`src/rtl/core/hex_token_escape_decoder_top_defines.svh`:
```
// Assertion macros for the escape decoder.
// Used by hex_token_escape_decoder_top.sv; expects clk and rst_n in scope.
`ifndef HEX_TOKEN_ESCAPE_DECODER_TOP_DEFINES_SVH
`define HEX_TOKEN_ESCAPE_DECODER_TOP_DEFINES_SVH

// same-cycle implication
`define HTED_ASSERT_NOW(label, ante, cons, msg) \
    label: assert property (@(posedge clk) disable iff (!rst_n) (ante) |-> (cons)) \
        else $error(msg);

// next-cycle implication
`define HTED_ASSERT_NEXT(label, ante, cons, msg) \
    label: assert property (@(posedge clk) disable iff (!rst_n) (ante) |=> (cons)) \
        else $error(msg);

`endif

```
`src/rtl/core/hted_pkg.sv`:
```
// Shared types, constants and character helpers for the escape decoder.
// No dependencies; used by the front end, queue, back end and top module.
package hted_pkg;

    localparam logic [7:0] CHAR_UNDERSCORE = 8'h5f;
    localparam logic [7:0] CHAR_LOWER_G    = 8'h67;
    localparam logic [7:0] CHAR_LOWER_D    = 8'h64;
    localparam logic [7:0] CHAR_LOWER_A    = 8'h61;
    localparam logic [7:0] CHAR_LOWER_F    = 8'h66;
    localparam logic [7:0] CHAR_DIGIT_0    = 8'h30;
    localparam logic [7:0] CHAR_DIGIT_9    = 8'h39;
    localparam logic [7:0] ALPHA_OFFSET    = 8'h57;   // 'a' - 10

    // match length codes
    localparam logic [2:0] LEN_EMPTY    = 3'd0;
    localparam logic [2:0] LEN_ONE      = 3'd1;
    localparam logic [2:0] LEN_TWO      = 3'd2;
    localparam logic [2:0] LEN_TOKEN    = 3'd5;
    localparam logic [2:0] LEN_HEX_HELD = 3'd6;

    localparam int Q_DEPTH = 2;

    // one job for the back end: a token prefix of length p, then an optional tail
    typedef struct packed {
        logic [2:0] p;
        logic       has_tail;
        logic [7:0] tail_byte;
        logic       tail_err;
        logic       last;
    } job_t;

    typedef struct packed {
        logic full;
        logic empty;
    } q_status_t;

    function automatic logic [7:0] token_char(input logic [2:0] idx);
        logic [7:0] ch;
        case (idx)
            3'd0:    ch = CHAR_UNDERSCORE;
            3'd1:    ch = CHAR_UNDERSCORE;
            3'd2:    ch = CHAR_LOWER_G;
            3'd3:    ch = CHAR_LOWER_D;
            3'd4:    ch = CHAR_LOWER_A;
            default: ch = 8'h00;
        endcase
        return ch;
    endfunction

    function automatic logic is_hex(input logic [7:0] c);
        return ((c >= CHAR_LOWER_A) && (c <= CHAR_LOWER_F)) ||
               ((c >= CHAR_DIGIT_0) && (c <= CHAR_DIGIT_9));
    endfunction

    function automatic logic [3:0] hex_nibble(input logic [7:0] c);
        logic [7:0] d;
        if (c >= CHAR_LOWER_A)
            d = c - ALPHA_OFFSET;
        else
            d = c - CHAR_DIGIT_0;
        return d[3:0];
    endfunction

endpackage

```
`src/rtl/core/hted_if.sv`:
```
// Valid/ready channel interfaces for encoded input and decoded output beats.
// No dependencies.
interface hted_in_if;
    logic       valid;
    logic       ready;
    logic [7:0] in_byte;
    logic       in_last;

    modport source (output valid, in_byte, in_last, input ready);
    modport sink   (input valid, in_byte, in_last, output ready);
endinterface

interface hted_out_if;
    logic       valid;
    logic       ready;
    logic [7:0] out_byte;
    logic       out_error;
    logic       out_last;

    modport source (output valid, out_byte, out_error, out_last, input ready);
    modport sink   (input valid, out_byte, out_error, out_last, output ready);
endinterface

```
`src/rtl/core/hted_front.sv`:
```
// Front end: accepts input beats, tracks the token match and emits jobs.
// Depends on hted_pkg and hted_if.
module hted_front (
    input  logic                clk,
    input  logic                rst_n,
    hted_in_if.sink             enc,
    input  hted_pkg::q_status_t q_stat,
    output logic                push,
    output hted_pkg::job_t      push_job
);
    import hted_pkg::*;

    logic [2:0] match_len_reg, match_len_next;
    logic [3:0] hex_hi_reg, hex_hi_next;
    logic       dropping_reg, dropping_next;
    logic       accept;
    logic [7:0] c;
    job_t       j;

    assign enc.ready = !q_stat.full;
    assign accept    = enc.valid && enc.ready;
    assign c         = enc.in_byte;

    always_comb
    begin
        j              = '0;
        j.tail_byte    = c;
        match_len_next = match_len_reg;
        hex_hi_next    = hex_hi_reg;
        dropping_next  = dropping_reg;

        if (dropping_reg)
        begin
            if (enc.in_last)
                dropping_next = 1'b0;
        end
        else if (enc.in_last && (match_len_reg != LEN_HEX_HELD))
        begin
            // flush held prefix literally with the closing byte
            j.p            = match_len_reg;
            j.has_tail     = 1'b1;
            j.last         = 1'b1;
            match_len_next = LEN_EMPTY;
        end
        else if (match_len_reg < LEN_TOKEN)
        begin
            if (c == token_char(match_len_reg))
                match_len_next = match_len_reg + 3'd1;
            else if (c == CHAR_UNDERSCORE)
            begin
                // fall back to the longest held suffix that still starts a token
                if (match_len_reg == LEN_TWO)
                    j.p = LEN_ONE;
                else
                begin
                    j.p            = match_len_reg;
                    match_len_next = LEN_ONE;
                end
            end
            else
            begin
                j.p            = match_len_reg;
                j.has_tail     = 1'b1;
                match_len_next = LEN_EMPTY;
            end
        end
        else if (match_len_reg == LEN_TOKEN)
        begin
            if (is_hex(c))
            begin
                hex_hi_next    = hex_nibble(c);
                match_len_next = LEN_HEX_HELD;
            end
            else
            begin
                j.has_tail     = 1'b1;
                j.tail_byte    = 8'h00;
                j.tail_err     = 1'b1;
                j.last         = 1'b1;
                dropping_next  = 1'b1;
                match_len_next = LEN_EMPTY;
            end
        end
        else
        begin
            match_len_next = LEN_EMPTY;
            j.has_tail     = 1'b1;
            if (is_hex(c))
            begin
                j.tail_byte = {hex_hi_reg, hex_nibble(c)};
                j.last      = enc.in_last;
            end
            else
            begin
                j.tail_byte   = 8'h00;
                j.tail_err    = 1'b1;
                j.last        = 1'b1;
                dropping_next = !enc.in_last;
            end
        end
    end

    assign push     = accept && ((j.p != LEN_EMPTY) || j.has_tail);
    assign push_job = j;

    always_ff @(posedge clk or negedge rst_n)
    begin
        if (!rst_n)
        begin
            match_len_reg <= LEN_EMPTY;
            dropping_reg  <= 1'b0;
        end
        else if (accept)
        begin
            match_len_reg <= match_len_next;
            dropping_reg  <= dropping_next;
        end
    end

    always_ff @(posedge clk)
    begin
        if (accept)
            hex_hi_reg <= hex_hi_next;
    end

endmodule

```
`src/rtl/core/hted_queue.sv`:
```
// Short job queue between front and back end.
// Depends on hted_pkg.
module hted_queue #(
    parameter int QDEPTH = hted_pkg::Q_DEPTH
) (
    input  logic                clk,
    input  logic                rst_n,
    input  logic                push,
    input  hted_pkg::job_t      push_job,
    input  logic                pop,
    output hted_pkg::job_t      head,
    output hted_pkg::q_status_t q_stat
);
    import hted_pkg::*;

    localparam int IW = (QDEPTH > 1) ? $clog2(QDEPTH) : 1;
    localparam int CW = $clog2(QDEPTH + 1);

    job_t          mem [QDEPTH];
    logic [IW-1:0] wr_ptr_reg, rd_ptr_reg;
    logic [CW-1:0] count_reg;

    function automatic logic [IW-1:0] bump(input logic [IW-1:0] ptr);
        if (ptr == IW'(QDEPTH - 1))
            return '0;
        return ptr + IW'(1);
    endfunction

    assign head         = mem[rd_ptr_reg];
    assign q_stat.full  = (count_reg == CW'(QDEPTH));
    assign q_stat.empty = (count_reg == '0);

    always_ff @(posedge clk or negedge rst_n)
    begin
        if (!rst_n)
        begin
            wr_ptr_reg <= '0;
            rd_ptr_reg <= '0;
            count_reg  <= '0;
        end
        else
        begin
            if (push)
                wr_ptr_reg <= bump(wr_ptr_reg);
            if (pop)
                rd_ptr_reg <= bump(rd_ptr_reg);
            if (push && !pop)
                count_reg <= count_reg + CW'(1);
            else if (pop && !push)
                count_reg <= count_reg - CW'(1);
        end
    end

    always_ff @(posedge clk)
    begin
        if (push)
            mem[wr_ptr_reg] <= push_job;
    end

endmodule

```
`src/rtl/core/hted_back.sv`:
```
// Back end: expands each job into result beats through an output register.
// Depends on hted_pkg and hted_if.
module hted_back (
    input  logic                clk,
    input  logic                rst_n,
    input  hted_pkg::job_t      head,
    input  hted_pkg::q_status_t q_stat,
    output logic                pop,
    hted_out_if.source          dec
);
    import hted_pkg::*;

    logic [2:0] idx_reg;
    logic       out_valid_reg;
    logic [7:0] out_byte_reg;
    logic       out_error_reg;
    logic       out_last_reg;
    logic       load;
    logic       final_beat;
    logic       in_prefix;
    logic [7:0] beat_byte;
    logic       beat_err;

    assign in_prefix  = (idx_reg < head.p);
    assign final_beat = head.has_tail ? (idx_reg == head.p) : ((idx_reg + 3'd1) == head.p);
    assign beat_byte  = in_prefix ? token_char(idx_reg) : head.tail_byte;
    assign beat_err   = !in_prefix && head.tail_err;
    assign load       = !q_stat.empty && (!out_valid_reg || dec.ready);
    assign pop        = load && final_beat;

    assign dec.valid     = out_valid_reg;
    assign dec.out_byte  = out_byte_reg;
    assign dec.out_error = out_error_reg;
    assign dec.out_last  = out_last_reg;

    always_ff @(posedge clk or negedge rst_n)
    begin
        if (!rst_n)
        begin
            idx_reg       <= 3'd0;
            out_valid_reg <= 1'b0;
        end
        else
        begin
            if (load)
                out_valid_reg <= 1'b1;
            else if (dec.ready)
                out_valid_reg <= 1'b0;
            // advance through the job, restart on its final beat
            if (load)
                idx_reg <= final_beat ? 3'd0 : idx_reg + 3'd1;
        end
    end

    always_ff @(posedge clk)
    begin
        if (load)
        begin
            out_byte_reg  <= beat_byte;
            out_error_reg <= beat_err;
            out_last_reg  <= final_beat && head.last;
        end
    end

endmodule

```
`src/rtl/core/hex_token_escape_decoder_top.sv`:
```
// Path: each job is registered in the job queue, then each result beat in the output register.
// Throughput: one input beat per cycle while the job queue is not full; the back end emits
// one result beat per cycle while the output is not stalled, and one input can release up to six.
// The two-entry job queue sets how long input keeps flowing during such a burst.
// Reset (rst_n low, asynchronous) clears match length, drop flag, queue and output valid.
`include "hex_token_escape_decoder_top_defines.svh"

module hex_token_escape_decoder_top #(
    parameter int QUEUE_DEPTH = hted_pkg::Q_DEPTH
) (
    input  logic       clk,
    input  logic       rst_n,
    hted_in_if.sink    enc,
    hted_out_if.source dec
);
    import hted_pkg::*;

    q_status_t q_stat;
    job_t      push_job;
    job_t      head;
    logic      push;
    logic      pop;

    hted_front u_front (
        .clk      (clk),
        .rst_n    (rst_n),
        .enc      (enc),
        .q_stat   (q_stat),
        .push     (push),
        .push_job (push_job)
    );

    hted_queue #(
        .QDEPTH (QUEUE_DEPTH)
    ) u_queue (
        .clk      (clk),
        .rst_n    (rst_n),
        .push     (push),
        .push_job (push_job),
        .pop      (pop),
        .head     (head),
        .q_stat   (q_stat)
    );

    hted_back u_back (
        .clk    (clk),
        .rst_n  (rst_n),
        .head   (head),
        .q_stat (q_stat),
        .pop    (pop),
        .dec    (dec)
    );

    `HTED_ASSERT_NOW(a_full_blocks_input, q_stat.full, !enc.ready, "input accepted while job queue full")
    `HTED_ASSERT_NOW(a_error_shape, dec.valid && dec.out_error, dec.out_last && (dec.out_byte == 8'h00), "error beat must be last with zero byte")
    `HTED_ASSERT_NEXT(a_no_phantom_beat, q_stat.empty && !dec.valid, !dec.valid, "result beat without a queued job")

endmodule
```
`src/flat_wrapper.sv`:
```
// flat-port wrapper written by rule: the top's interface ports become plain ports
module hex_token_escape_decoder_top_flat import hted_pkg::*;
#(
    parameter int QUEUE_DEPTH = hted_pkg::Q_DEPTH
)
  (clk, rst_n, enc_valid, enc_in_byte, enc_in_last, enc_ready, dec_valid, dec_out_byte, dec_out_error, dec_out_last, dec_ready);
  hted_in_if enc_i ();
  hted_out_if dec_i ();
  input  logic clk;
  input  logic rst_n;
  input wire logic [$bits(enc_i.valid)-1:0] enc_valid;
  input wire logic [$bits(enc_i.in_byte)-1:0] enc_in_byte;
  input wire logic [$bits(enc_i.in_last)-1:0] enc_in_last;
  output wire logic [$bits(enc_i.ready)-1:0] enc_ready;
  output wire logic [$bits(dec_i.valid)-1:0] dec_valid;
  output wire logic [$bits(dec_i.out_byte)-1:0] dec_out_byte;
  output wire logic [$bits(dec_i.out_error)-1:0] dec_out_error;
  output wire logic [$bits(dec_i.out_last)-1:0] dec_out_last;
  input wire logic [$bits(dec_i.ready)-1:0] dec_ready;
  assign enc_i.valid = enc_valid;
  assign enc_i.in_byte = enc_in_byte;
  assign enc_i.in_last = enc_in_last;
  assign enc_ready = enc_i.ready;
  assign dec_valid = dec_i.valid;
  assign dec_out_byte = dec_i.out_byte;
  assign dec_out_error = dec_i.out_error;
  assign dec_out_last = dec_i.out_last;
  assign dec_i.ready = dec_ready;
  hex_token_escape_decoder_top #(.QUEUE_DEPTH(QUEUE_DEPTH)) u_core (.clk(clk), .rst_n(rst_n), .enc(enc_i), .dec(dec_i));
endmodule
```
`config.mk`:
```
export PLATFORM = sky130hd
export DESIGN_NAME = hex_token_escape_decoder_top_flat
export DESIGN_NICKNAME = d
export VERILOG_FILES = /design/src/rtl/core/hted_pkg.sv /design/src/rtl/core/hted_if.sv /design/src/rtl/core/hted_front.sv /design/src/rtl/core/hted_queue.sv /design/src/rtl/core/hted_back.sv /design/src/rtl/core/hex_token_escape_decoder_top.sv /design/src/flat_wrapper.sv
export VERILOG_INCLUDE_DIRS = /design/src /design/src/rtl/core
export SDC_FILE = /design/constraint.sdc
export NUM_CORES = 1
export LEC_CHECK = 0
export ABC_AREA = 1
export BUFFER_PORTS_ARGS = -buffer_cell sky130_fd_sc_hd__buf_4
export CAP_MARGIN = 0
export CORE_AREA = 2 2 90 92
export CTS_CLUSTER_DIAMETER = 50
export CTS_CLUSTER_SIZE = 30
export DETAILED_ROUTE_END_ITERATION = 12
export DIE_AREA = 0 0 92 94
export GPL_TIMING_DRIVEN = 0
export PLACE_DENSITY = 0.66
export SYNTH_ARGS = -nofsm -noshare
export SYNTH_HDL_FRONTEND = slang
export SYNTH_SLANG_ARGS = --single-unit
```
`constraint.sdc`:
```
create_clock -name clk -period 5.4 [get_ports clk]
set_input_delay 1.08 -clock clk [delete_from_list [all_inputs] [get_ports clk]]
set_output_delay 1.08 -clock clk [all_outputs]
set_load 0.02 [all_outputs]
```
==> key figures <==
Routing
  • DRT Wirelength: 5250 um
  • Residual DRC: 0
  • DRT Pass-1 Iters: 4
  • Total number of vias: 2,193
  • Wirelength per Cell: 11.5 um
  • DR iter-0 viols: 136
  • Post-DRT Antenna Nets: 0
  • Via/cell ratio: 4.79

Finish
  • Max reg flops: 28
  • Area Overhead vs Synth: 13.6%
  • Nets: 386
  • # fillers: 761
  • Layout cells sized above 1: 11.2%
  • Final instance area: 0.00337 sq mm
  • # diodes: 0

STA
  • Clk_skew: 0.00621 ns
  • Worst slew margin: 26.8%
  • Endpoints failing setup: 0
  • Final setup TNS: 0 ns
  • Worst hold slack: 0.479 ns
  • Worst Tran Pin Value: 1.09 ns
  • RSZ-0062 raised after global routing: no
  • Fmax: 282 MHz
  • Final setup margin: 1.86 ns
  • Final period util: 65.6%
  • Post-layout minimum cycle time: 3.54 ns
  • Final hold violations: 0
  • Final Max Slew Viols: 0

Setup path
  • R2r setup slk: 2.16 ns
  • Critical path data required time: 5.32 ns
  • CP Launch Type: input pin
  • Critical path capture point type: flop
  • R2R depth: 14
  • Crit Path Max Fanout: 14
  • Setup CP Type: input pin to flop
  • Critical R2R Launch: u_core.u_front.match_len_reg[0]
  • Arrival time at the worst endpoint: 3.46 ns
  • R2r endpoint: u_core.u_queue.mem[1][0]

GRT
  • Largest net degree at the start of global routing: 17
  • Vias in the first global route: 2,032
  • All-Layer GR Usage: 13.4%
  • Grt total ovfl: 0
  • Initial antenna violation count: 0
  • First-pass GRT wire length: 9320 um

Synthesis
  • Unique masters post-synth: 33
  • Synth Cell Area: 0.00297 sq mm
  • Cells after synthesis: 324
  • Warnings, synthesis: 0
  • Async SR Flop Fraction: 22.2%
  • Top_reg_cell synth: edfxtp_1
  • Register area share after synthesis: 52.7%
  • Avg Inst Size Synth: 9.15 sq um
  • FF+latch count, synth: 54
  • Post-synth EDFFs: 42
  • Post-synthesis net count: 355

Placed design
  • Dpl cell area: 0.00327 sq mm
  • DP HPWL: 4200 um
  • Port Buf Inserts: 24
  • Dpl ws: 1.48 ns
  • Final GP Congestion: 0.956

Clocking
  • # resized after CTS: 0
  • CTS Hold Buffers Added: 0
  • Longest Clk Path Bufs: 2
  • Clock sink count: 54
  • Clock latency on the worst-skew pair: 0.30 ns
  • Post-CTS Setup Bufs: 0
  • H-Tree Depth: 2
  • CTS Root Cell: clkbuf_8
  • CTS tree: done
  • Clock transition at the registers of the reported paths: 0.09 ns
  • CTS buffer count: 5

Outcome
  • Outcome: complete, no violations

Floorplanning
  • Num rows: 32
  • Die Area: 0.00865 sq mm
  • IO Pins: 25
  • Die width: 92 um
  • Initial core utilization: 39.0%
  • Die H: 94 um
  • Floorplan core area: 0.00761 sq mm

Flow run
  • Total of max-cap violations: 0

Hold path
  • Hold Startpoint: u_core.u_queue.wr_ptr_reg
  • Hold Path Depth: 2
  • Hold endpoint: u_core.u_queue.wr_ptr_reg
  • Hold Crit Class: flop to flop

Power and ir drop
  • Pwr dens: 450 mW/mm^2
  • Leakage: 1.53 nW
  • Max VDD drop: 148 uV
## per-layer routing
layer / GRT usage [%] / routed length (um) / up-vias
li1: - / - / 1148
met1: 18.0 / 2470 / 991
met2: 21.5 / 2450 / 45
met3: 2.81 / 238 / 9
met4: 4.73 / 97 / 0
met5: 0 / 0 / -
## layout by cell type (no fill, tap or decap), types with 4 or more instances in the layout
master / netlist / routed
clkbuf_8: 0 / 6
edfxtp_1: 42 / 42
clkbuf_1: 3 / 4
nand2_1: 74 / 74
nand4_1: 7 / 7
nand3_1: 13 / 13
xor2_1: 4 / 4
o21ai_0: 16 / 16
o22ai_1: 11 / 11
dfrtp_1: 12 / 12
a21oi_1: 9 / 9
o31ai_1: 4 / 4
buf_4: 0 / 24
ha_1: 18 / 18
inv_1: 52 / 52
nor2_1: 30 / 30
## final cells by class
class,count,area (sq um),share of cell area [%]
inverters,53,199,5.91
well taps,102,128,3.79
repair buffers,24,180,5.35
multi-input cells,214,1190,35.4
clock inverters,1,8.76,0.260
clock buffers,7,86.3,2.56
plain buffers,3,11.3,0.334
flip-flops and latches,54,1560,46.4
## worst max path at each step
stage                    from                  endpoint  slack [ns]  depth (start not counted)
2_1_floorplan  enc_in_byte[1]  u_core.u_queue.mem[1][0]        2.18                         15
3_3_place_gp   enc_in_byte[0]  u_core.u_queue.mem[1][5]        1.49                         15
3_5_place_dp   enc_in_byte[0]  u_core.u_queue.mem[1][5]        1.48                         15
4_1_cts        enc_in_byte[0]  u_core.u_queue.mem[1][0]        1.81                         15
5_1_grt        enc_in_byte[0]  u_core.u_queue.mem[1][0]        1.46                         15
6_report       enc_in_byte[0]  u_core.u_queue.mem[1][0]        1.86                         15
## where the power goes
part           switching, W  leakage (nW)  internal [W]  total [W]
logic              0.000406         0.938      0.000231   0.000637
clock network      0.000120        0.0489      0.000106   0.000226
registers         0.0000409         0.543      0.000611   0.000652
total              0.000567          1.53      0.000948    0.00152
## stage by stage
stage / utilization (%) / cells / total power (W)
3_3_place_gp: 43.0 / 450 / 0.00129
5_1_grt: 44.3 / 458 / 0.00164
3_5_place_dp: 43.0 / 450 / 0.00130
6_report: 44.3 / 458 / 0.00152
4_1_cts: 44.3 / 458 / 0.00153
2_1_floorplan: - / 324 / 0.00111
## cells by family (layout without fill, tap and decap cells)
logic type	count (synthesis)	after routing	synth area share [%]
buffers and inverters	56	88	7.09
AND/OR/NAND/NOR	135	135	19.3
AO/OA/AOI/OAI	52	52	10.6
XOR/XNOR	7	7	2.07
multiplexers	2	2	0.675
flip-flops	54	54	52.7
adder cells (fa/ha/maj)	18	18	7.60
## cells in the mapped netlist (2+ instances only)
cell / n / area (sq um)
nand2_1: 74 / 278
inv_1: 52 / 195
edfxtp_1: 42 / 1260
nor2_1: 30 / 113
ha_1: 18 / 225
o21ai_0: 16 / 80.1
nand3_1: 13 / 65.1
dfrtp_1: 12 / 300
o22ai_1: 11 / 68.8
a21oi_1: 9 / 45.0
nand4_1: 7 / 43.8
o31ai_1: 4 / 30.0
xor2_1: 4 / 35.0
clkbuf_1: 3 / 11.3
nor3_1: 3 / 15.0
o211ai_1: 3 / 22.5
xnor2_1: 3 / 26.3
a31oi_1: 2 / 12.5
mux2i_1: 2 / 20.0
nand2_2: 2 / 12.5
nor2_2: 2 / 12.5
## critical path, stage by stage
cell     delay [ns]
buf_4          0.14
inv_1          0.17
ha_1           0.20
nand3_1        0.08
nand3_1        0.08
nand2_2        0.09
nand2_1        0.08
nand2_1        0.15
nand2_1        0.10
nand2_1        0.08
nand2_1        0.09
nand2_1        0.07
nand4_1        0.10
nand2_1        0.10
nor2_1         0.83
No activity file was read; power rests on OpenSTA's default activity.
